## src/rtl/core/gpam_pkg.sv

```systemverilog
package gpam_pkg;

    // Fixed geometry of the streaming payload.
    localparam int NCOEF         = 7;
    localparam int LANE_BITS     = 8;
    localparam int EXT_BITS      = LANE_BITS + 1;
    localparam int IN_DATA_BITS  = 2 * NCOEF * LANE_BITS;
    localparam int OUT_DATA_BITS = NCOEF * LANE_BITS;

    // Field width: default value.
    localparam int COEF_BITS_DEF = 8;

    // Register file.
    localparam int APB_ADDR_BITS = 3;
    localparam int APB_DATA_BITS = 32;
    localparam logic ADDR_IDX_MODULUS = 1'b0;
    localparam logic [LANE_BITS-1:0] MODULUS_RESET = 8'd27;

    // Operation selector carried in tuser.
    localparam logic FUNC_ADD = 1'b0;
    localparam logic FUNC_MUL = 1'b1;

endpackage

```

## src/rtl/core/gpam_clmul.sv

```systemverilog
module gpam_clmul
    import gpam_pkg::*;
#(
    parameter int COEF_BITS = COEF_BITS_DEF
)
(
    input  logic                                  clk,
    input  logic                                  rst_n,
    input  logic                                  in_valid,
    output logic                                  in_ready,
    input  logic                                  in_func,
    input  logic [NCOEF-1:0][COEF_BITS-1:0]       in_a,
    input  logic [NCOEF-1:0][COEF_BITS-1:0]       in_b,
    output logic                                  out_valid,
    input  logic                                  out_ready,
    output logic [NCOEF-1:0][2*COEF_BITS-2:0]     out_sum
);

    localparam int PW = 2 * COEF_BITS - 1;

    logic                         valid_reg;
    logic                         valid_next;
    logic [NCOEF-1:0][PW-1:0]     sum_reg;
    logic [NCOEF-1:0][PW-1:0]     sum_next;

    // Carry-less products are linear, so the per-degree XOR is taken before
    // reduction; the reduce stage then works on one word per coefficient.
    always_comb
    begin
        logic [PW-1:0] prod;
        sum_next = '0;
        for (int i = 0; i < NCOEF; i++)
        begin
            for (int j = 0; i + j < NCOEF; j++)
            begin
                prod = '0;
                for (int t = 0; t < COEF_BITS; t++)
                begin
                    if (in_b[j][t])
                    begin
                        prod = prod ^ (PW'(in_a[i]) << t);
                    end
                end
                sum_next[i+j] = sum_next[i+j] ^ prod;
            end
        end
        if (in_func == FUNC_ADD)
        begin
            for (int k = 0; k < NCOEF; k++)
            begin
                sum_next[k] = PW'(in_a[k] ^ in_b[k]);
            end
        end
    end

    assign in_ready   = !valid_reg || out_ready;
    assign valid_next = in_ready ? in_valid : valid_reg;

    always_ff @(posedge clk or negedge rst_n)
    begin
        if (!rst_n)
        begin
            valid_reg <= 1'b0;
        end
        else
        begin
            valid_reg <= valid_next;
        end
    end

    always_ff @(posedge clk)
    begin
        if (in_valid && in_ready)
        begin
            sum_reg <= sum_next;
        end
    end

    assign out_valid = valid_reg;
    assign out_sum   = sum_reg;

endmodule

```

## src/rtl/core/gpam_reduce.sv

```systemverilog
module gpam_reduce
    import gpam_pkg::*;
#(
    parameter int COEF_BITS = COEF_BITS_DEF
)
(
    input  logic                                  clk,
    input  logic                                  rst_n,
    input  logic                                  in_valid,
    output logic                                  in_ready,
    input  logic [NCOEF-1:0][2*COEF_BITS-2:0]     in_sum,
    input  logic [COEF_BITS-1:0]                  modulus,
    output logic                                  out_valid,
    input  logic                                  out_ready,
    output logic [NCOEF-1:0][LANE_BITS-1:0]       out_coef
);

    localparam int PW = 2 * COEF_BITS - 1;

    logic                                valid_reg;
    logic                                valid_next;
    logic [NCOEF-1:0][LANE_BITS-1:0]     coef_reg;
    logic [NCOEF-1:0][LANE_BITS-1:0]     coef_next;

    // Long reduction from the top bit down, one conditional XOR of the
    // shifted reduction polynomial per bit above the field width.
    always_comb
    begin
        logic [PW-1:0]        acc;
        logic [EXT_BITS-1:0]  wide;
        coef_next = '0;
        for (int k = 0; k < NCOEF; k++)
        begin
            acc = in_sum[k];
            for (int p = PW - 1; p >= COEF_BITS; p--)
            begin
                if (acc[p])
                begin
                    acc = acc ^ (PW'({1'b1, modulus}) << (p - COEF_BITS));
                end
            end
            wide = EXT_BITS'(acc[COEF_BITS-1:0]);
            coef_next[k] = wide[LANE_BITS-1:0];
        end
    end

    assign in_ready   = !valid_reg || out_ready;
    assign valid_next = in_ready ? in_valid : valid_reg;

    always_ff @(posedge clk or negedge rst_n)
    begin
        if (!rst_n)
        begin
            valid_reg <= 1'b0;
        end
        else
        begin
            valid_reg <= valid_next;
        end
    end

    always_ff @(posedge clk)
    begin
        if (in_valid && in_ready)
        begin
            coef_reg <= coef_next;
        end
    end

    assign out_valid = valid_reg;
    assign out_coef  = coef_reg;

endmodule

```

## src/rtl/core/gf2m_poly_add_mul_trunc.sv

```systemverilog
// Truncated polynomial add / multiply over GF(2^M)[y] modulo y^7.
//
// Input stream (s_*): one item carries two seven-coefficient operands in
// s_tdata and the operation in s_tuser (0 adds coefficient-wise, 1 forms
// the product truncated at y^7). Output stream (m_*): one item of seven
// result coefficients per input item, in the same order.
// The reduction polynomial below its x^M term sits in the only register,
// at byte address 0 of the APB port; write it only while no item is in
// flight.
//
// The item passes three register stages: an input register, a carry-less
// multiply and per-degree XOR stage, and a reduction stage that is also the
// output register. m_tvalid rises once the item is held in the output
// register. One item is accepted every cycle while s_tready is high.
// Reset empties all three stages and loads the modulus with 27
// (x^8+x^4+x^3+x+1). When the receiver holds m_tready low, the output
// holds its item and each stage keeps accepting until it fills, so up to
// three items wait in the pipe before s_tready drops.
module gf2m_poly_add_mul_trunc
    import gpam_pkg::*;
#(
    parameter int COEF_BITS = COEF_BITS_DEF
)
(
    input  logic                        clk,
    input  logic                        rst_n,
    // APB configuration port.
    input  logic                        psel,
    input  logic                        penable,
    input  logic                        pwrite,
    input  logic [APB_ADDR_BITS-1:0]    paddr,
    input  logic [APB_DATA_BITS-1:0]    pwdata,
    output logic [APB_DATA_BITS-1:0]    prdata,
    output logic                        pready,
    // Input stream.
    input  logic                        s_tvalid,
    output logic                        s_tready,
    // s_tdata fields from bit 0: operand_a (56), operand_b (56).
    input  logic [IN_DATA_BITS-1:0]     s_tdata,
    // s_tuser fields from bit 0: func (1).
    input  logic                        s_tuser,
    // Output stream.
    output logic                        m_tvalid,
    input  logic                        m_tready,
    // m_tdata fields from bit 0: coef0 .. coef6 (8 each).
    output logic [OUT_DATA_BITS-1:0]    m_tdata
);

    localparam int PW = 2 * COEF_BITS - 1;

    // Configuration register.
    logic [LANE_BITS-1:0]   modulus_reg;
    logic [COEF_BITS-1:0]   modulus_field;
    logic                   cfg_write;

    assign pready    = 1'b1;
    assign cfg_write = psel && penable && pwrite && pready
                       && (paddr[2] == ADDR_IDX_MODULUS);

    always_ff @(posedge clk or negedge rst_n)
    begin
        if (!rst_n)
        begin
            modulus_reg <= MODULUS_RESET;
        end
        else if (cfg_write)
        begin
            modulus_reg <= pwdata[LANE_BITS-1:0];
        end
    end

    always_comb
    begin
        prdata = '0;
        if (paddr[2] == ADDR_IDX_MODULUS)
        begin
            prdata = APB_DATA_BITS'(modulus_reg);
        end
    end

    // Modulus bits at or above x^M are dropped; a ninth field bit is zero.
    assign modulus_field = COEF_BITS'({1'b0, modulus_reg});

    // Input register stage: lanes are masked to the field width on entry.
    logic                                 in_valid_reg;
    logic                                 in_valid_next;
    logic                                 in_func_reg;
    logic [NCOEF-1:0][COEF_BITS-1:0]      in_a_reg;
    logic [NCOEF-1:0][COEF_BITS-1:0]      in_b_reg;
    logic [NCOEF-1:0][COEF_BITS-1:0]      a_lanes;
    logic [NCOEF-1:0][COEF_BITS-1:0]      b_lanes;
    logic                                 mul_ready;

    always_comb
    begin
        for (int k = 0; k < NCOEF; k++)
        begin
            a_lanes[k] = COEF_BITS'({1'b0, s_tdata[LANE_BITS*k +: LANE_BITS]});
            b_lanes[k] = COEF_BITS'({1'b0,
                         s_tdata[OUT_DATA_BITS + LANE_BITS*k +: LANE_BITS]});
        end
    end

    assign s_tready      = !in_valid_reg || mul_ready;
    assign in_valid_next = s_tready ? s_tvalid : in_valid_reg;

    always_ff @(posedge clk or negedge rst_n)
    begin
        if (!rst_n)
        begin
            in_valid_reg <= 1'b0;
        end
        else
        begin
            in_valid_reg <= in_valid_next;
        end
    end

    always_ff @(posedge clk)
    begin
        if (s_tvalid && s_tready)
        begin
            in_func_reg <= s_tuser;
            in_a_reg    <= a_lanes;
            in_b_reg    <= b_lanes;
        end
    end

    // Multiply stage: unreduced per-degree sums, or the plain XOR for add.
    logic                           mul_valid;
    logic                           red_ready;
    logic [NCOEF-1:0][PW-1:0]       mul_sum;

    gpam_clmul #(
        .COEF_BITS (COEF_BITS)
    ) u_clmul (
        .clk       (clk),
        .rst_n     (rst_n),
        .in_valid  (in_valid_reg),
        .in_ready  (mul_ready),
        .in_func   (in_func_reg),
        .in_a      (in_a_reg),
        .in_b      (in_b_reg),
        .out_valid (mul_valid),
        .out_ready (red_ready),
        .out_sum   (mul_sum)
    );

    // Reduction stage, which is also the output register.
    logic [NCOEF-1:0][LANE_BITS-1:0] out_coef;

    gpam_reduce #(
        .COEF_BITS (COEF_BITS)
    ) u_reduce (
        .clk       (clk),
        .rst_n     (rst_n),
        .in_valid  (mul_valid),
        .in_ready  (red_ready),
        .in_sum    (mul_sum),
        .modulus   (modulus_field),
        .out_valid (m_tvalid),
        .out_ready (m_tready),
        .out_coef  (out_coef)
    );

    assign m_tdata = out_coef;

endmodule

```

## config.mk

```make
export PLATFORM = sky130hd
export DESIGN_NAME = gf2m_poly_add_mul_trunc
export DESIGN_NICKNAME = d
export VERILOG_FILES = /design/src/rtl/core/gpam_pkg.sv /design/src/rtl/core/gpam_clmul.sv /design/src/rtl/core/gpam_reduce.sv /design/src/rtl/core/gf2m_poly_add_mul_trunc.sv
export SDC_FILE = /design/constraint.sdc
export NUM_CORES = 2
export LEC_CHECK = 0
export BUFFER_PORTS_ARGS = -buffer_cell sky130_fd_sc_hd__buf_2
export CORE_AREA = 3 3 329 331
export CTS_CLUSTER_DIAMETER = 150
export CTS_CLUSTER_SIZE = 16
export DETAILED_ROUTE_END_ITERATION = 7
export DIE_AREA = 0 0 332 334
export GPL_TIMING_DRIVEN = 0
export PLACE_DENSITY = 0.56
export SLEW_MARGIN = 20
export SYNTH_ARGS = -nofsm -noshare
export SYNTH_HDL_FRONTEND = slang
export SYNTH_SLANG_ARGS = --single-unit
```

## constraint.sdc

```tcl
create_clock -name clk -period 10 [get_ports clk]
set_clock_uncertainty 0.2 [all_clocks]
set_input_delay 0 -clock clk [delete_from_list [all_inputs] [get_ports clk]]
set_output_delay 0 -clock clk [all_outputs]
set_load 0.01 [all_outputs]
```

==> results.md <==
- Minimum clock period: 5.60 ns
- Critical path fanouts, max: 10
- Asr flop ratio synth: 3.86%
- Cells after synthesis: 5775
- VDD IR-drop max: 0.155 mV
- Worst Slack Setup Final: 4.40 ns
- DRT iter0 DRCs: 5834
- DRC viols: 0
- Sequential share of the synthesized area: 20.2%
- CP required: 10.21 ns
- Pin count of the biggest net entering global routing: 60
- Die height: 334 um
- Share of layout cells above drive strength 1: 6.47%
- DP Area: 45200 um^2
- Initial antenna violation count: 5
- Max reg flops: 105
- Pwr Density: 243 nW/um^2
- GRT overflow: 0
- Finished Layout Cells: 7685
- EDFF count, synth: 274
- DRT antenna net count: 0
- Synth Register Bits: 285
- DR WL/cell: 30.6 um
- Type of origin of the critical path: register
- Slew Viols, Final: 0
- Path depth of the worst reg2reg path: 11
- Reg2Reg Setup Slack: 4.40 ns
- Vias in the first global route: 40987
- H-Tree Level Count: 1
- Die W: 332 um
- Rel. slew slack: 7.96%
- Full die area: 111000 um^2
- Area growth, synth to finish: 14.7%
- Final core occ: 45.9%
- CTS Buf Count: 22
- I/O Pins: 246
- Reg-to-reg endpoint: u_reduce.out_coef[30]
- WL final: 235 mm
- TritonRoute pass-1 iters: 7
- Min Hold Slack: 0.0811 ns
- Leakage: 17.9 nW
- Port Buf Inserts: 193
- Via count: 43646
- Total Neg Setup Slack: 0 ns
- CTS root buf: clkbuf_16
- Initial Utilization: 40.0%
- Crit Path Class: register to register
- Worst hold path class: primary input to register
- Core box area: 105000 um^2
- Worst-path clk slew: 0.08 ns
- Clock sinks: 285
- Final Instance Area: 48400 um^2
- CTS tree: yes
- Least-Margin Pin Slew: 1.38 ns
- Vias per std cell: 5.68
- Max Clock Freq: 179 MHz
- Clock buffer depth: 3
- Max Cap Violations: 0
- RSZ-0062 raised after global routing: false
- DP Worst Slack: 4.37 ns
- Placed insts: 7386
- Avg Inst Size Synth: 7.31 um^2
- Placer Congestion: 1.03
- Distinct cells, synth: 92
- Final setup viols: 0
- Crit path arrival time: 5.81 ns
- Hold Fails Final Rpt: 0
- Worst skew pair latency: 0.61 ns
- Worst setup path start: modulus_field[4]
- Layout net count: 6441
- Ys flop type: edfxtp_1
- Post-DP HPWL: 166 mm
- Num rows: 119
- Synth warn: 0
- GRT Overall Usage: 40.7%
- Total chip power: 11.8 mW
- Status: finished, final reports clean
- R2r startpoint: modulus_field[4]
- Period utilization: 56.0%
- Global-route wire length before repair: 321 mm
- Critical path endpoint: u_reduce.out_coef[30]
- Kind of end point of the critical path: register
- Post-Syn Area: 42200 um^2
## layout by cell type (no fill, tap or decap), drive strengths merged, types with 12 or more instances in the layout
cell and count:
and2 64, a22o 12, nand2b 24, inv 14
mux2i 14, xnor3 29, o211ai 18, a211oi 19
conb 25, clkbuf 407, nor2 124, xor2 456
buf 375, nand2 2103, nor4 15, dlygate4sd3 255
and3 17, a32oi 31, a21oi 122, xnor2 1541
nor2b 16, o21ai 91, mux2 18, edfxtp 274
nand3 24
## area by class of cell
| cell class | count | area (um^2) |
|---|---|---|
| clock inverters | 4 | 27.5 |
| clock buffers | 30 | 602 |
| inverters | 15 | 56.3 |
| plain buffers | 551 | 2270 |
| repair buffers | 456 | 3650 |
| multi-input cells | 4947 | 31500 |
| fillers | 10903 | 57000 |
| well taps | 1391 | 1740 |
| flip-flops and latches | 285 | 8510 |
| diodes | 6 | 15.0 |
## worst max-delay path, stage by stage (launching register included)
cell and delay [ns]:
dfstp_2 0.62, clkbuf_1 0.43, buf_2 0.41, buf_1 0.66, a21oi_1 0.15, or3_1 0.40
a2111oi_1 1.06, nor2_2 0.17, xnor2_2 0.52, nand2_2 0.11, xnor3_1 0.35, xnor2_1 0.28
## kinds of logic after synthesis
| kind of cell | share of synthesized area, % |
|---|---|
| flip-flops | 20.2 |
| XOR/XNOR | 43.3 |
| buffers and inverters | 5.41 |
| AND/OR/NAND/NOR | 23.4 |
| multiplexers | 0.857 |
| other | 0.0178 |
| adder cells (fa/ha/maj) | 0.237 |
| AO/OA/AOI/OAI | 6.55 |
## cell usage after synthesis, drive strengths merged (29+ instances only)
library cell,instances,area (um^2)
edfxtp,274,8230
o21ai,91,455
nand2,2103,7910
xor2,456,4080
clkbuf,376,1410
xnor3,29,653
xnor2,1541,13600
nor2,124,495
and2,64,400
a21oi,122,614
a32oi,31,272
buf,175,813
## where the power goes
part	total (mW)	switching (mW)	internal [mW]	leakage [nW]
sequential	2.12	0.243	1.88	2.78
clock	0.871	0.451	0.420	0.303
combinational	8.79	5.25	3.54	14.8
## layer usage
metal	vias to the layer above	part of all wire [%]	routed length [um]	track usage (%)
met5	-	0.0034	8	0
met4	2	9.4	22100	31.9
met3	978	11	26200	9.46
met2	3241	43	102000	63.7
met1	20443	36	85000	48.3
li1	18982	-	-	-
## worst min-delay path by stage
stage / from / cells past startpoint / slack, ns / end
4_1_cts: m_tready / 5 / 0.02 / u_clmul.out_valid
3_3_place_gp: rst_n / 1 / -0.27 / modulus_field[2]
3_5_place_dp: rst_n / 1 / -0.27 / modulus_field[2]
6_report: m_tready / 5 / 0.08 / u_clmul.out_valid
5_1_grt: m_tready / 5 / 0.13 / u_clmul.out_valid
2_1_floorplan: rst_n / 0 / -0.50 / in_valid_reg
## repair_timing
| item | CTS | global route |
|---|---|---|
| buffers inserted | 0 | 0 |
| hold endpoints to repair | 192 | 0 |
| resized for setup | 0 | 0 |
| hold buffers | 255 | 0 |
(Power assumes the default switching activity.)
